File: config.mk
export PLATFORM = sky130hd
export DESIGN_NAME = alist_cell
export DESIGN_NICKNAME = d
export VERILOG_FILES = /design/src/hw/rtl/alist_pkg.sv /design/src/hw/rtl/alist_cell.sv
export SDC_FILE = /design/constraint.sdc
export NUM_CORES = 1
export LEC_CHECK = 0
export ABC_AREA = 1
export BUFFER_PORTS_ARGS = -buffer_cell sky130_fd_sc_hd__buf_2
export CORE_MARGIN = 10
export CORE_UTILIZATION = 35
export CTS_CLUSTER_SIZE = 24
export DETAILED_ROUTE_END_ITERATION = 10
export PLACE_DENSITY = 0.69
export SYNTH_ARGS = -nofsm -noshare
export SYNTH_HDL_FRONTEND = slang
export SYNTH_SLANG_ARGS = --single-unit
File: constraint.sdc
create_clock -name clk -period 2.8 [get_ports clk]
set_input_delay 0.28 -clock clk [delete_from_list [all_inputs] [get_ports clk]]
set_output_delay 0.28 -clock clk [all_outputs]
set_load 0.02 [all_outputs]
File: src/hw/rtl/alist_pkg.sv
// Shared types and codes for the packed list engine.
package alist_pkg;

  typedef enum logic [1:0] {
    MODE_INSERT = 2'd0,
    MODE_DELETE = 2'd1,
    MODE_SEARCH = 2'd2,
    MODE_NONE   = 2'd3
  } mode_t;

  typedef enum logic [1:0] {
    ST_OK       = 2'd0,
    ST_BADPOS   = 2'd1,
    ST_FULL     = 2'd2,
    ST_NOTFOUND = 2'd3
  } status_t;

  typedef enum logic [1:0] {
    S_IDLE,
    S_EXEC,
    S_SRCH
  } state_t;

  localparam int PosW = 8;
  localparam int ValW = 32;

  // Broadcast to every cell of the chain.
  typedef struct packed {
    logic            ins;
    logic            del;
    logic            cmp;
    logic [PosW-1:0] slot;   // zero-based target slot
    logic [ValW-1:0] value;
  } cell_ctrl_t;

endpackage

File: src/hw/rtl/alist_cell.sv
// One list slot: holds an entry, shifts with its neighbours, compares for search.
module alist_cell #(
  parameter int K  = 0,
  parameter int CW = 8
) (
  input  logic                       clk,
  input  alist_pkg::cell_ctrl_t      ctrl,
  input  logic [CW-1:0]              count,
  input  logic [alist_pkg::ValW-1:0] left_data,
  input  logic [alist_pkg::ValW-1:0] right_data,
  output logic [alist_pkg::ValW-1:0] data,
  output logic                       match
);

  localparam int SW = (CW > alist_pkg::PosW) ? CW : alist_pkg::PosW;
  localparam logic [SW-1:0] Idx = SW'(K);

  logic [SW-1:0] slot_ext;
  logic [SW-1:0] cnt_ext;
  logic          in_list;

  assign slot_ext = SW'(ctrl.slot);
  assign cnt_ext  = SW'(count);
  assign in_list  = Idx < cnt_ext;

  always_ff @(posedge clk) begin
    if (ctrl.ins) begin
      if (Idx == slot_ext) begin
        data <= ctrl.value;
      end else if (Idx > slot_ext) begin
        data <= left_data;
      end
    end else if (ctrl.del) begin
      if (Idx >= slot_ext) begin
        data <= right_data;
      end
    end
  end

  always_ff @(posedge clk) begin
    if (ctrl.cmp) begin
      match <= in_list && (data == ctrl.value);
    end
  end

endmodule

==> summary.md <==
| Metric | Value |
|---|---|
| Final period util | a little over half |
| Grt met2 use | 25.3% |
| H-tree levels | 2 |
| Yosys cell types | 16 |
| Register area share after synthesis | 43.5% |
| I/O Buffers | 148 |
| Final-report max-slew violation count | 0 |
| Final core utilization | 49.9% |
| Met1 Use GR | between 15 and 20% |
| Final ANT Viol Nets | 0 |
| Synth Warn # | 0 |
| Syn Inst Count | ~330 |
| PwrDens | 338 nW/um^2 |
| Period minus WS final | roughly 1.5 ns |
| CTS tree | done |
| Least-Margin Pin Slew | around 1.1 ns |
| CP Data Required Time | roughly 2.8 ns |
| Worst-path clk slew | 0.06 ns |
| First-pass GRT wire length | 12400 microns |
| Most frequent cells in the layout | buf_2 (148), nand2_1 (94), a21oi_1 (64) |
| Hold buffers post-CTS | 0 |
| Startpoint Class | primary input |
| Clk buf depth | 2 |
| CP arrival | roughly 1.5 ns |
| Final setup fails | 0 |
| Max-cap viol count | 0 |
| Avg Cell Area, Syn | 6.99 sq um |
| Total GRT Usage | 14.9% |
| WL per Instance | 14.5 microns |
| Final #Nets | 588 |
| Vias | 2552 |
| DP HPWL | approximately 6400 microns |
| Worst Path Max Fanout | 19 |
| Hold Path Origin | ctrl[40] |
| Die Wd | 101 microns |
| Row count | 29 |
| WS Path Type | primary input to flop |
| Finished Cell Area | 3170 sq um |
| Remaining global-route overflow | 0 |
| Total wire length | 7980 microns |
| Crit. End Element | flop |
| Skew final | between 0.007 and 0.008 ns |
| R2R cell count | 6 |
| Sum of negative setup slack | 0 ns |
| Gates resized, CTS repair | 0 |
| Placed cell areas | 3090 sq um |
| R2R Path Start | data[20] |
| Met3 global-route usage | 6.10% |
| Hold Path End | match |
| RR Endpoint | match |
| Achievable Freq | between 600 and 700 MHz |
| Clk_lat worst skew | 0.27 ns |
| Initial antenna violation count | 0 |
| Starting Density | approximately 36% |
| Setup Fix Bufs, Post-CTS | 0 |
| Layout cells sized above 1 | about a third |
| Die Area | approximately 10000 sq um |
| Antenna Cells | 0 |
| Flop2flop setup slack | 1.45 ns |
| DRC viols | 0 |
| Ports | 149 |
| LEAKAGE | 1.58 nW |
| Cells after DPL | 542 |
| Final Hold Violating Endpoints | 0 |
| RSZ-0062 raised after global routing | no |
| Worst relative slew slack | 26.6% |
| VDD IR max | 186 uV |
| Routed vias/inst | 4.65 |
| Largest net degree at the start of global routing | 33 |
| Die Height | 101 microns |
| Clock root buffer | clkbuf_8 |
| Most common cell after layout, fill and taps aside | buf_2 |
| WHS Path Cells | 1 |
| Synthesis-stage register bit count | 33 |
| Initial DRT Pass Iterations | 4 |
| Grt peak-use layer | met2 |
| Status | complete, no violations |
| Drt initial violations | 99 |
| Core outline area | 6350 sq um |
| Number of global-route vias before repair | approximately 2600 |
| Gpl congestion | 0.859 |
| Area of the mapped netlist | 2280 sq um |
| Clock buffer count from CTS | 5 |
| Area growth syn-to-layout | 38.9% |
| TritonCTS Sinks | 33 |
| Syn_nets | 442 |
| Layout Cells excl Fill | about 550 |
| Hold Path Class | primary input to flop |
==> registers in the layout (all words and copies together), names as in the netlist <==
| signal | count |
|---|---|
| data | 32 |
| match | 1 |
==> cell families after synthesis <==
kind of cell | share of synthesized area [%]
flops | 43.5
xor+xnor | 3.84
compound gates | 15.2
simple gates | 27.8
buf+inv | 9.66
==> report_power, final <==
group          internal, mW  total, mW  switching [mW]  leakage [nW]
sequential            0.549      0.550         0.00106         0.308
combinational        0.0987      0.196          0.0973          1.23
clock                 0.167      0.324           0.157        0.0387
==> worst max path at each step <==
stage,start,to,slack (ns),cells after the start
3_3_place_gp,ctrl[34],data[29],1.05,6
4_1_cts,ctrl[42],data[12],1.31,4
6_report,ctrl[34],data[24],1.33,6
2_1_floorplan,ctrl[42],data[0],0.23,4
5_1_grt,ctrl[34],data[6],1.20,7
3_5_place_dp,ctrl[34],data[29],1.03,6
==> cells in the mapped netlist <==
cell type	n	area, sq um
nand2_1	94	353
a21oi_1	64	320
nor2_1	61	229
inv_1	37	139
edfxtp_1	33	991
xnor2_1	9	78.8
clkbuf_1	6	22.5
o21ai_0	5	25.0
buf_2	4	20.0
buf_6	3	33.8
nand3_1	3	15.0
or2_2	3	18.8
clkinv_2	1	5.00
nand4_2	1	12.5
nor2_2	1	6.26
xor2_1	1	8.76
==> per-stage QoR <==
stage | setup slack [ns] | total power, mW | hold WS, ns
2_1_floorplan | 0.234 | 0.647 | 0.392
3_3_place_gp | 1.05 | 0.754 | 0.492
3_5_place_dp | 1.03 | 0.758 | 0.492
4_1_cts | 1.31 | 1.08 | 0.210
5_1_grt | 1.20 | 1.13 | 0.201
6_report | 1.33 | 1.07 | 0.216
==> metal layers <==
metal	part of all wire [%]	vias up
li1	-	1330
met1	42	1114
met2	48	99
met3	9.2	9
met4	1.3	0
met5	0	-
==> worst max-delay path, cell delays in order <==
cell	delay [ns]
buf_2	0.09
nor2_1	0.13
nand4_2	0.12
buf_4	0.22
nor2_4	0.36
buf_12	0.22
==> final cells by class <==
type / instances / area, sq um
fillers: 644 / 3180
multi-input cells: 242 / 1070
flip-flops and latches: 33 / 991
repair buffers: 152 / 783
inverters: 38 / 144
well taps: 77 / 96.3
clock buffers: 6 / 72.6
clock inverters: 1 / 3.75
Note: power is estimated with default switching activity, not from simulation.
